[config.mk]
export PLATFORM = sky130hd
export DESIGN_NAME = txn_lock_table
export DESIGN_NICKNAME = d
export VERILOG_FILES = /design/src/hdl/tlt_pkg.sv /design/src/hdl/txn_lock_table.sv /design/src/hdl/tlt_cam.sv /design/src/hdl/tlt_alloc.sv
export SDC_FILE = /design/constraint.sdc
export NUM_CORES = 2
export LEC_CHECK = 0
export BUFFER_PORTS_ARGS = -buffer_cell sky130_fd_sc_hd__buf_2
export CAP_MARGIN = 20
export CORE_ASPECT_RATIO = 1.1
export CORE_MARGIN = 4
export CORE_UTILIZATION = 40
export CTS_CLUSTER_SIZE = 16
export DETAILED_ROUTE_END_ITERATION = 8
export PLACE_DENSITY = 0.51
export SETUP_SLACK_MARGIN = 0.3
export SLEW_MARGIN = 20
export SYNTH_ARGS = -nofsm -noshare
export SYNTH_HDL_FRONTEND = slang
export SYNTH_HIERARCHICAL = 1
export SYNTH_SLANG_ARGS = --single-unit
[constraint.sdc]
create_clock -name clk -period 5.55 [get_ports clk]
set_clock_uncertainty 0.2 [all_clocks]
set_input_delay 0.8325 -clock clk [delete_from_list [all_inputs] [get_ports clk]]
set_output_delay 0.8325 -clock clk [all_outputs]
set_load 0.005 [all_outputs]
[src/hdl/tlt_pkg.sv]
// shared constants and types for the transaction lock table
package tlt_pkg;

    // fixed field widths of the request and result
    localparam int TLT_STAGE_W   = 4;
    localparam int TLT_SLOT_W    = 2;
    localparam int TLT_INDEX_W   = 16;
    localparam int TLT_TXN_W     = 32;
    localparam int TLT_STATUS_W  = 2;

    // default sizing
    localparam int TLT_INDEX_BITS   = 16;
    localparam int TLT_LOCK_ENTRIES = 64;

    typedef logic [TLT_STATUS_W-1:0] tlt_status_t;

    localparam tlt_status_t TLT_ST_OK      = 2'd0;
    localparam tlt_status_t TLT_ST_BLOCKED = 2'd1;
    localparam tlt_status_t TLT_ST_FULL    = 2'd2;

    typedef struct packed {
        tlt_status_t status;
        logic        released;
    } tlt_result_t;

endpackage

[src/hdl/txn_lock_table.sv]
// top level of the transaction lock table
//
// a request is taken at a rising edge with start high and busy low; busy
// stays low, so a request may be issued in every cycle
// command 0 checks a location: blocked if another transaction owns it,
// and a release of the caller's own lock when last_pass is set
// command 1 acquires a lock: blocked if the location is held, table full
// if no entry is free, otherwise the lowest free entry is taken
// the location key is {stage, reg_slot, low KIDX_W bits of entry_index}
// path: the request is registered, matched against every entry in
// parallel, and the result is registered; done is registered beside it and is
// high for the cycle in which that registered result shows
// throughput: one request per cycle; the table updates on the edge the
// result is registered, so a following request already sees its effect
// reset: rst_n clears every valid bit, so the table starts empty; key and
// owner storage is only read behind its valid bit
// stalls: none, the receiver cannot stall and each result shows for one cycle
module txn_lock_table #(
    parameter int INDEX_BITS   = tlt_pkg::TLT_INDEX_BITS,
    parameter int LOCK_ENTRIES = tlt_pkg::TLT_LOCK_ENTRIES
) (
    input  logic                           clk,
    input  logic                           rst_n,
    input  logic                           start,
    output logic                           busy,
    input  logic                           command,
    input  logic [tlt_pkg::TLT_STAGE_W-1:0]  stage,
    input  logic [tlt_pkg::TLT_SLOT_W-1:0]   reg_slot,
    input  logic [tlt_pkg::TLT_INDEX_W-1:0]  entry_index,
    input  logic [tlt_pkg::TLT_TXN_W-1:0]    txn_id,
    input  logic                           last_pass,
    output logic                           done,
    output logic [tlt_pkg::TLT_STATUS_W-1:0] status,
    output logic                           released
);
    import tlt_pkg::*;

    // index bits kept in the key: the port carries at most TLT_INDEX_W bits
    localparam int KIDX_W = (INDEX_BITS < TLT_INDEX_W) ? INDEX_BITS : TLT_INDEX_W;
    localparam int KEY_W  = TLT_STAGE_W + TLT_SLOT_W + KIDX_W;

    // request register
    logic                 req_vld_reg;
    logic                 cmd_reg;
    logic [KEY_W-1:0]     key_reg;
    logic [TLT_TXN_W-1:0] txn_reg;
    logic                 last_reg;
    logic                 accept;

    // result register
    logic        done_reg;
    tlt_result_t res_reg;
    tlt_result_t res_next;

    // entry match and allocation
    logic [LOCK_ENTRIES-1:0] valid_vec;
    logic [LOCK_ENTRIES-1:0] hit_vec;
    logic [LOCK_ENTRIES-1:0] own_vec;
    logic [LOCK_ENTRIES-1:0] grant_vec;
    logic [LOCK_ENTRIES-1:0] alloc_vec;
    logic [LOCK_ENTRIES-1:0] rel_vec;
    logic                    any_free;
    logic                    any_hit;
    logic                    own_hit;

    assign busy   = 1'b0;
    assign accept = start && !busy;

    always_ff @(posedge clk or negedge rst_n)
    begin
        if (!rst_n)
        begin
            req_vld_reg <= 1'b0;
            done_reg    <= 1'b0;
        end
        else
        begin
            req_vld_reg <= accept;
            done_reg    <= req_vld_reg;
        end
    end

    always_ff @(posedge clk)
    begin
        if (accept)
        begin
            cmd_reg  <= command;
            key_reg  <= {stage, reg_slot, entry_index[KIDX_W-1:0]};
            txn_reg  <= txn_id;
            last_reg <= last_pass;
        end
        res_reg <= res_next;
    end

    tlt_cam #(
        .LOCK_ENTRIES (LOCK_ENTRIES),
        .KEY_W        (KEY_W)
    ) u_cam (
        .clk       (clk),
        .rst_n     (rst_n),
        .key       (key_reg),
        .txn       (txn_reg),
        .alloc_vec (alloc_vec),
        .rel_vec   (rel_vec),
        .valid_vec (valid_vec),
        .hit_vec   (hit_vec),
        .own_vec   (own_vec)
    );

    tlt_alloc #(
        .LOCK_ENTRIES (LOCK_ENTRIES)
    ) u_alloc (
        .valid_vec (valid_vec),
        .grant_vec (grant_vec),
        .any_free  (any_free)
    );

    // keys among valid entries are unique, so at most one hit
    assign any_hit = |hit_vec;
    assign own_hit = |(hit_vec & own_vec);

    always_comb
    begin
        res_next.status   = TLT_ST_OK;
        res_next.released = 1'b0;
        alloc_vec         = '0;
        rel_vec           = '0;
        if (!cmd_reg)
        begin
            // check of a touched location
            if (any_hit)
            begin
                if (own_hit)
                begin
                    if (last_reg)
                    begin
                        rel_vec           = req_vld_reg ? hit_vec : '0;
                        res_next.released = 1'b1;
                    end
                end
                else
                begin
                    res_next.status = TLT_ST_BLOCKED;
                end
            end
        end
        else
        begin
            // acquire, a held location blocks even for its own owner
            if (any_hit)
            begin
                res_next.status = TLT_ST_BLOCKED;
            end
            else if (!any_free)
            begin
                res_next.status = TLT_ST_FULL;
            end
            else
            begin
                alloc_vec = req_vld_reg ? grant_vec : '0;
            end
        end
    end

    assign done     = done_reg;
    assign status   = res_reg.status;
    assign released = res_reg.released;

endmodule

[src/hdl/tlt_cam.sv]
// lock entry store with a parallel key match and owner compare per entry
module tlt_cam #(
    parameter int LOCK_ENTRIES = tlt_pkg::TLT_LOCK_ENTRIES,
    parameter int KEY_W        = tlt_pkg::TLT_STAGE_W + tlt_pkg::TLT_SLOT_W
                                 + tlt_pkg::TLT_INDEX_BITS
) (
    input  logic                        clk,
    input  logic                        rst_n,
    input  logic [KEY_W-1:0]            key,
    input  logic [tlt_pkg::TLT_TXN_W-1:0] txn,
    input  logic [LOCK_ENTRIES-1:0]     alloc_vec,
    input  logic [LOCK_ENTRIES-1:0]     rel_vec,
    output logic [LOCK_ENTRIES-1:0]     valid_vec,
    output logic [LOCK_ENTRIES-1:0]     hit_vec,
    output logic [LOCK_ENTRIES-1:0]     own_vec
);
    import tlt_pkg::*;

    logic [LOCK_ENTRIES-1:0] valid_reg;
    logic [LOCK_ENTRIES-1:0] valid_next;
    logic [KEY_W-1:0]        key_reg   [LOCK_ENTRIES];
    logic [TLT_TXN_W-1:0]    owner_reg [LOCK_ENTRIES];

    // a new lock sets its bit, a release clears it
    assign valid_next = (valid_reg & ~rel_vec) | alloc_vec;
    assign valid_vec  = valid_reg;

    always_ff @(posedge clk or negedge rst_n)
    begin
        if (!rst_n)
        begin
            valid_reg <= '0;
        end
        else
        begin
            valid_reg <= valid_next;
        end
    end

    // payload, no reset
    always_ff @(posedge clk)
    begin
        for (int e = 0; e < LOCK_ENTRIES; e++)
        begin
            if (alloc_vec[e])
            begin
                key_reg[e]   <= key;
                owner_reg[e] <= txn;
            end
        end
    end

    always_comb
    begin
        for (int e = 0; e < LOCK_ENTRIES; e++)
        begin
            hit_vec[e] = valid_reg[e] && (key_reg[e] == key);
            own_vec[e] = (owner_reg[e] == txn);
        end
    end

endmodule

[src/hdl/tlt_alloc.sv]
// picks the lowest free entry as a one-hot grant
module tlt_alloc #(
    parameter int LOCK_ENTRIES = tlt_pkg::TLT_LOCK_ENTRIES
) (
    input  logic [LOCK_ENTRIES-1:0] valid_vec,
    output logic [LOCK_ENTRIES-1:0] grant_vec,
    output logic                    any_free
);
    import tlt_pkg::*;

    logic [LOCK_ENTRIES-1:0] free_vec;

    assign free_vec  = ~valid_vec;
    // isolate lowest set bit
    assign grant_vec = free_vec & (~free_vec + {{(LOCK_ENTRIES-1){1'b0}}, 1'b1});
    assign any_free  = |free_vec;

endmodule
Yosys cells after proc, flatten, opt, wreduce, memory -nomap -nowiden --
Memory sizes are Yosys's and may differ from the RTL's. Index checks and enable logic that the tools add are counted.
Storage, ports and cells: register bits after elaboration 125, memory bits (writable) 3456, bits of input ports 59, output and inout bits 5, logic and storage cells 865, memories 2
Memories:
- u_cam.owner_reg | depth 64, bits a word 32, read ports 64, clocked after memory_dff 0, wr ports 1, RTL line tlt_cam.sv:22 | logic [TLT_TXN_W-1:0] owner_reg [LOCK_ENTRIES];
- u_cam.key_reg | depth 64, bits a word 22, read ports 64, clocked after memory_dff 0, wr ports 1, RTL line tlt_cam.sv:21 | logic [KEY_W-1:0] key_reg [LOCK_ENTRIES];
Operators by class: $add $sub $neg 1, eq/ne operators 128, muxes and demuxes 522, bitwise gates (word level) 9, reductions and logical operators 194
Operators with widths (count):
- $eq 32x32->1 | 64
- $mux 32 | 63
- $reduce_or 32->1 | 63
- $eq 22x22->1 | 64
- $mux 22 | 63
- $reduce_or 22->1 | 63
- $mux 6 | 126
- $mux 64 | 9
- $mux 1 | 257
- $and 64x64->64 | 3
- $not 64->64 | 3
- $reduce_or 64->1 | 3
- $add 64x1->64 const B | 1
- $logic_and 1x1->1 | 64
- $or 64x64->64 | 1
- $mux 2 | 4
- $reduce_or 3->1 | 1
- $not 1->1 | 2

Depth between registers and ports, before layout --
depth after elaboration 74, gate-level depth with buffers 15, mapped depth without buffers 11

Cells and area by module --
The synthesis kept the hierarchy.
Modules (own cells, without submodules):
- tlt_cam | times used 1, cells each 8698, area each 147119.8 µm²
- txn_lock_table | times used 1, cells each 350, area each 3407.0 µm²
- tlt_alloc | times used 1, cells each 172, area each 1048.5 µm²

Least setup slack after synthesis --
No wires, ideal clock.
path type flip-flop to flip-flop, start point register key_reg[3], end point memory u_cam/key_reg[0][100] in the netlist's numbering (enable), setup time 0.418 ns, data arrival time 4.518 ns, data required time 4.932 ns, path slack 0.414 ns, stages on the path, launching flop included 14, period minus slack after synthesis 5.136 ns, cells stage by stage edfxtp_1 > buf_4 > buf_2 > xor2_1 > nor3_1 > nand4_1 > nor3_2 > nor4_1 > nand4_1 > nor4_1 > and4_1 > buf_4 > clkbuf_2 > and2_1
On the way: elaborated cells on any way between the ends 448
RTL lines:
- from (decl) | RTL line txn_lock_table.sv:45 | logic [KEY_W-1:0] key_reg;
- from (signal assigned) | RTL line txn_lock_table.sv:88 | key_reg <= {stage, reg_slot, entry_index[KIDX_W-1:0]};
- $eq 22x22->1 * | RTL line tlt_cam.sv:57 | hit_vec[e] = valid_reg[e] && (key_reg[e] == key);
- $logic_and 1x1->1 * | RTL line tlt_cam.sv:57
- net hit_vec[29] | RTL line txn_lock_table.sv:57 | logic [LOCK_ENTRIES-1:0] hit_vec;
- $reduce_or 64->1 * | RTL line txn_lock_table.sv:119 | assign any_hit = |hit_vec;
- $mux 64 * | RTL line txn_lock_table.sv:150 | if (any_hit)
- $mux 64 * | RTL line txn_lock_table.sv:128 | if (!cmd_reg)
- net alloc_vec[4] | RTL line txn_lock_table.sv:60 | logic [LOCK_ENTRIES-1:0] alloc_vec;
- $mux 1 * | RTL line tlt_cam.sv:45 | if (alloc_vec[e])
- $mux 1 (implied by the code) * | RTL line tlt_cam.sv:47 | key_reg[e] <= key;
- $reduce_or 22->1 (no line)
- $mux 6 (no line) or $mux 1 (tied branches) (60 in a row)
- to (decl) | RTL line tlt_cam.sv:21
The timed path passes the listed nets; every way through them passes the cells marked *.

Worst setup path after layout --
start point register key_reg[3], end point memory u_cam.owner_reg[43][15] (netlist: u_cam/owner_reg[1][367]) (enable)
On the way: elaborated cells on any way between the ends 448
RTL lines:
- $eq 22x22->1 * | RTL line tlt_cam.sv:57
- $logic_and 1x1->1 * | RTL line tlt_cam.sv:57
- net hit_vec[47] | RTL line txn_lock_table.sv:57
- $reduce_or 64->1 * | RTL line txn_lock_table.sv:119
- $mux 64 * | RTL line txn_lock_table.sv:150
- $mux 64 * | RTL line txn_lock_table.sv:128
- net alloc_vec[43] | RTL line txn_lock_table.sv:60
- $mux 1 * | RTL line tlt_cam.sv:45
- $mux 1 (implied by the code) * | RTL line tlt_cam.sv:48 | owner_reg[e] <= txn;
- $reduce_or 32->1 (no line)
- $mux 6 (no line) or $mux 1 (tied branches) (21 in a row)
- to (decl) | RTL line tlt_cam.sv:22
Marked as above.

==> impl_results.html <==
<table>
<tr><th>Metric</th><th>Value</th></tr>
<tr><th colspan="2">Status</th></tr>
<tr><td>Outcome</td><td>completed</td></tr>
<tr><th colspan="2">GRT</th></tr>
<tr><td>Number of antenna violations at the first check in global routing</td><td>22</td></tr>
<tr><td>Global-route wire length before repair</td><td>617900 µm</td></tr>
<tr><td>Vias in the first global route</td><td>81023</td></tr>
<tr><td>Pin count of the biggest net entering global routing</td><td>65</td></tr>
<tr><td>Overall routing resource usage</td><td>21.93%</td></tr>
<tr><td>Residual overflow from global routing</td><td>0</td></tr>
<tr><th colspan="2">Logic synthesis</th></tr>
<tr><td>Number of library cell types mapped by synthesis</td><td>47</td></tr>
<tr><td>Mean cell area of the mapped netlist</td><td>16.44 µm²</td></tr>
<tr><td>Flip-flop and latch count after synthesis</td><td>3581</td></tr>
<tr><td>Count of synthesis-stage warnings from yosys</td><td>6</td></tr>
<tr><td>Most area-consuming cells after synthesis</td><td>edfxtp_1, xor2_1, nor4_1, xnor2_1, nand4_1</td></tr>
<tr><td>Share of flip-flops with an asynchronous set or reset after synthesis</td><td>1.843%</td></tr>
<tr><td>Synthesized instance count</td><td>9220</td></tr>
<tr><td>Share of Yosys cell area claimed by the top area cell type</td><td>69.58%</td></tr>
<tr><td>Synthesized cell area</td><td>151600 µm²</td></tr>
<tr><td>Number of nets in the synthesized netlist</td><td>9279</td></tr>
<tr><td>Post-synth EDFFs</td><td>3512</td></tr>
<tr><td>Prevailing post-synth register cell</td><td>edfxtp_1</td></tr>
<tr><td>Share of synthesized area occupied by flip-flops and latches</td><td>70.71%</td></tr>
<tr><td>Cell accounting for the most synthesized area</td><td>edfxtp_1</td></tr>
<tr><th colspan="2">Clock tree</th></tr>
<tr><td>Number of buffers on the longest clock path</td><td>4</td></tr>
<tr><td>CTS tree</td><td>built</td></tr>
<tr><td>Number of levels the H-tree was split into</td><td>5</td></tr>
<tr><td>Number of sinks on the clock net</td><td>3581</td></tr>
<tr><td>Clock latency of the later-clocked register in the worst-skew pair</td><td>0.97 ns</td></tr>
<tr><td>Number of buffers created by CTS</td><td>384</td></tr>
<tr><td>CTS Root Buffer Type</td><td>clkbuf_16</td></tr>
<tr><td>Clk pin slew, worst setup/hold paths</td><td>0.06 ns</td></tr>
<tr><th colspan="2">Critical path</th></tr>
<tr><td>Kind of cell adding the most delay to the critical path</td><td>simple AND/OR/NAND/NOR gates</td></tr>
<tr><td>Number of buffers and inverters on the critical path</td><td>5</td></tr>
<tr><td>Capturing point of the worst reg2reg path</td><td>u_cam/owner_reg[1][367]$_DFFE_PP_</td></tr>
<tr><td>Worst reg2reg path startpoint</td><td>key_reg[3]$_DFFE_PP_</td></tr>
<tr><td>Setup slack of the most critical reg-to-reg path</td><td>0.37 ns</td></tr>
<tr><td>Length in cells of the worst reg-to-reg path</td><td>14</td></tr>
<tr><td>Slowest cell delay on critical path</td><td>0.61 ns</td></tr>
<tr><td>Critical Path End Type</td><td>flip-flop</td></tr>
<tr><td>Worst path most repeated cell</td><td>buf_12</td></tr>
<tr><td>Data arrival time of the worst path</td><td>5.58 ns</td></tr>
<tr><td>Worst Setup Path Type</td><td>flip-flop to flip-flop</td></tr>
<tr><td>Data required time at the worst endpoint</td><td>5.96 ns</td></tr>
<tr><td>Category of the worst setup path launch point</td><td>flip-flop</td></tr>
<tr><td>Critical path depth in cells</td><td>14</td></tr>
<tr><td>Slowest cell on the critical path</td><td>nor4_1</td></tr>
<tr><td>Critical-path maximum fanout</td><td>55</td></tr>
<tr><td>CP cell instances</td><td>buf_12, buf_4, xor2_1, nor4_1, nand4_1, nor3_2, nor4_1, nand4_1, nor4_4, buf_4, and4_2, buf_12, and2_2, buf_12</td></tr>
<tr><th colspan="2">Floorplanning</th></tr>
<tr><td>Die Ht</td><td>653.6 µm</td></tr>
<tr><td>Number of I/O pins</td><td>64</td></tr>
<tr><td>Die outline area</td><td>388900 µm²</td></tr>
<tr><td>Die X-Extent</td><td>594.9 µm</td></tr>
<tr><td>Starting density of the core</td><td>40.26%</td></tr>
<tr><td>CORE AREA</td><td>376500 µm²</td></tr>
<tr><td>Rows</td><td>236</td></tr>
<tr><th colspan="2">Timing</th></tr>
<tr><td>RSZ-0062 raised after global routing</td><td>no</td></tr>
<tr><td>Period minus WS final</td><td>5.175 ns</td></tr>
<tr><td>Post-route fraction of the period consumed by the critical path</td><td>93.25%</td></tr>
<tr><td>Final Hold Viols</td><td>0</td></tr>
<tr><td>Max-Slew Margin vs Limit</td><td>24.00%</td></tr>
<tr><td>Peak clock frequency supported by timing</td><td>193.2 MHz</td></tr>
<tr><td>Worst Hold Margin</td><td>0.1713 ns</td></tr>
<tr><td>Slew of the pin with the lowest slew margin</td><td>1.134 ns</td></tr>
<tr><td>Total of endpoints with negative setup slack in the final report</td><td>0</td></tr>
<tr><td>Fin Setup TNS</td><td>0 ns</td></tr>
<tr><td>Max-slew violation total from the final report</td><td>0</td></tr>
<tr><th colspan="2">Power and ir drop</th></tr>
<tr><td>Portion of total power attributed to combinational logic</td><td>8.6%</td></tr>
<tr><td>Static leakage power</td><td>59.25 nW</td></tr>
<tr><td>Reg power frac</td><td>49.8%</td></tr>
<tr><td>Switching power</td><td>14.48 mW</td></tr>
<tr><td>Power density over the cells</td><td>345.5 nW/µm²</td></tr>
<tr><td>Internal power</td><td>46.53 mW</td></tr>
<tr><td>Power share of the clock group</td><td>41.6%</td></tr>
<tr><td>Maximum vdd ir drop</td><td>0.0002871 V</td></tr>
<tr><td>Switching share of power</td><td>23.73%</td></tr>
<tr><th colspan="2">Detailed routing</th></tr>
<tr><td>Routed WL</td><td>435200 µm</td></tr>
<tr><td>Top routing layer in use</td><td>met4</td></tr>
<tr><td>Detailed-route DRC error count</td><td>0</td></tr>
<tr><td>Vias per inst</td><td>5.216</td></tr>
<tr><td>Met1 routed wirelength after detailed routing</td><td>189300 µm</td></tr>
<tr><td>Post-DRT Antenna Nets</td><td>0</td></tr>
<tr><td>Pre-Repair DR Iteration Count</td><td>5</td></tr>
<tr><td>Met2 routed WL</td><td>213000 µm</td></tr>
<tr><td>Amount of wire on met3 after detailed routing</td><td>18650 µm</td></tr>
<tr><td>1st-iter DRT viols</td><td>6297</td></tr>
<tr><td>Overall via count from detail_route</td><td>79929</td></tr>
<tr><td>WL per Instance</td><td>28.40 µm</td></tr>
<tr><th colspan="2">Cells and area</th></tr>
<tr><td>Flip-flop count of the largest register after layout</td><td>2048</td></tr>
<tr><td>Cell area after layout</td><td>176600 µm²</td></tr>
<tr><td>Layout overhead on the synthesized area</td><td>16.49%</td></tr>
<tr><td>Fillcell total</td><td>32166</td></tr>
<tr><td>Net total in the final layout</td><td>10050</td></tr>
<tr><td>Final standard cell count with taps included and fillers excluded</td><td>15324</td></tr>
<tr><td>Share of layout cells above drive strength 1</td><td>13.90%</td></tr>
<tr><th colspan="2">Placed design</th></tr>
<tr><td>Buffers added on ports</td><td>62</td></tr>
<tr><td>Area of placed instances</td><td>163500 µm²</td></tr>
<tr><td>Dpl hpwl</td><td>278900 µm</td></tr>
<tr><td>Cells after DPL</td><td>14546</td></tr>
<tr><td>Routability-driven placement congestion ratio</td><td>0.8583</td></tr>
<tr><th colspan="2">Flow run</th></tr>
<tr><td>Max-cap violations</td><td>0</td></tr>
<tr><th colspan="2">Hold path</th></tr>
<tr><td>Worst hold-check path type</td><td>input pin to async pin</td></tr>
</table>
[cells in the final DEF (no fill, tap or decap), types with 12 or more instances in the layout]
cell	netlist	final
xnor2_1	448	448
buf_4	105	395
and2_2	0	64
dfrtp_1	66	65
buf_2	120	60
clkinv_1	0	85
nor4_1	743	736
bufinv_16	0	34
a21o_1	64	64
a221oi_1	12	12
buf_12	0	281
clkbuf_8	0	14
xor2_1	3008	3008
nand4_1	347	347
clkinv_2	0	72
edfxtp_1	3512	3512
nand3_1	13	13
nand2_1	84	83
dlygate4sd3_1	0	57
inv_1	75	75
clkbuf_1	14	85
nor3_1	143	143
nor2_1	92	92
nor3_2	65	65
clkbuf_16	0	387
a22o_1	12	12
[metrics by stage]
| step | utilization, % | worst slack, ns | power (mW) |
|---|---|---|---|
| floorplan | - | 0.4140 | 33.88 |
| global placement | 43.43 | 0.1817 | 36.16 |
| detailed placement | 43.44 | 0.1222 | 36.24 |
| CTS | 46.88 | 0.3263 | 61.71 |
| global route | 46.90 | 0.3114 | 63.11 |
| finish | 46.90 | 0.3747 | 61.01 |
[what timing repair did]
action | CTS | global route
setup endpoints to repair | 3377 | 2901
hold buffers | 57 | 0
hold endpoints to repair | 73 | 0
resized for setup | 2 | 4
buffers inserted | 0 | 0
[power groups by stage]
stage	Clock (mW)	Combinational (mW)	Sequential (mW)
2_1_floorplan	0	2.67	31.2
3_3_place_gp	0	5.21	31.0
3_5_place_dp	0	5.28	31.0
4_1_cts	26.0	5.33	30.4
5_1_grt	27.1	5.57	30.4
6_report	25.4	5.22	30.4
[worst reg2reg max path, stage by stage (launching register included)]
cell      delay (ns)
edfxtp_1        0.37
buf_12          0.27
buf_4           0.59
xor2_1          0.25
nor4_1          0.08
nand4_1         0.16
nor3_2          0.14
nor4_1          0.61
nand4_1         0.33
nor4_4          0.38
buf_4           0.20
and4_2          0.30
buf_12          0.23
and2_2          0.37
buf_12          0.28
[worst max-delay path by stage]
| stage | end | startpoint |
|---|---|---|
| 2_1_floorplan | u_cam/key_reg[0][100]$_DFFE_PP_ | key_reg[3]$_DFFE_PP_ |
| 3_3_place_gp | u_cam/owner_reg[0][443]$_DFFE_PP_ | key_reg[13]$_DFFE_PP_ |
| 3_5_place_dp | u_cam/owner_reg[0][443]$_DFFE_PP_ | key_reg[13]$_DFFE_PP_ |
| 4_1_cts | u_cam/owner_reg[0][265]$_DFFE_PP_ | key_reg[13]$_DFFE_PP_ |
| 5_1_grt | u_cam/owner_reg[0][265]$_DFFE_PP_ | key_reg[3]$_DFFE_PP_ |
| 6_report | u_cam/owner_reg[1][367]$_DFFE_PP_ | key_reg[3]$_DFFE_PP_ |
[Yosys cell counts, types with 2 or more instances]
library cell / n
xor2_1: 3008
dfrtp_1: 66
or4_1: 3
clkbuf_1: 14
nor3_4: 2
buf_6: 163
clkbuf_2: 6
nand2b_1: 6
xnor2_1: 448
nand3_1: 13
nor2_1: 92
nand2_1: 84
nand3b_1: 2
nor4_2: 2
dfxtp_1: 3
nor3_1: 143
nand4_1: 347
buf_2: 120
nor3b_1: 11
nand4_2: 5
a22o_1: 12
a21o_1: 64
or3_1: 3
edfxtp_1: 3512
nor4b_1: 3
and2_1: 64
and3_1: 2
nor4_1: 743
a22oi_1: 8
buf_4: 105
a221oi_1: 12
nor3_2: 65
inv_1: 75
[cell type report]
class / count / area (µm²) / area share (%)
well taps: 4998 / 6254 / 3.542
clock buffers: 486 / 10200 / 5.774
flip-flops and latches: 3581 / 107200 / 60.70
repair buffers: 793 / 9462 / 5.358
multi-input cells: 5156 / 40970 / 23.20
clock inverters: 226 / 2208 / 1.251
inverters: 75 / 281.5 / 0.1594
diodes: 9 / 22.52 / 0.01275
[metal layers]
metal  vias up  track usage (%)
met4         0            6.472
met3       569            2.598
met5         -                0
li1      35454                -
met2      1953            37.30
met1     41953            29.58
[cell families (layout without fill, tap and decap cells)]
logic type	count (synthesis)	after routing	synth area share [%]
other	1	10	0.002474
xor gates and xnor gates	3456	3456	19.97
DFF	3581	3581	70.71
AOI/OAI and AO/OA	97	97	0.5019
buffers and inverters	483	1580	2.367
and+or+nand+nor	1602	1602	6.453
No activity file was read; power rests on OpenSTA's default activity.
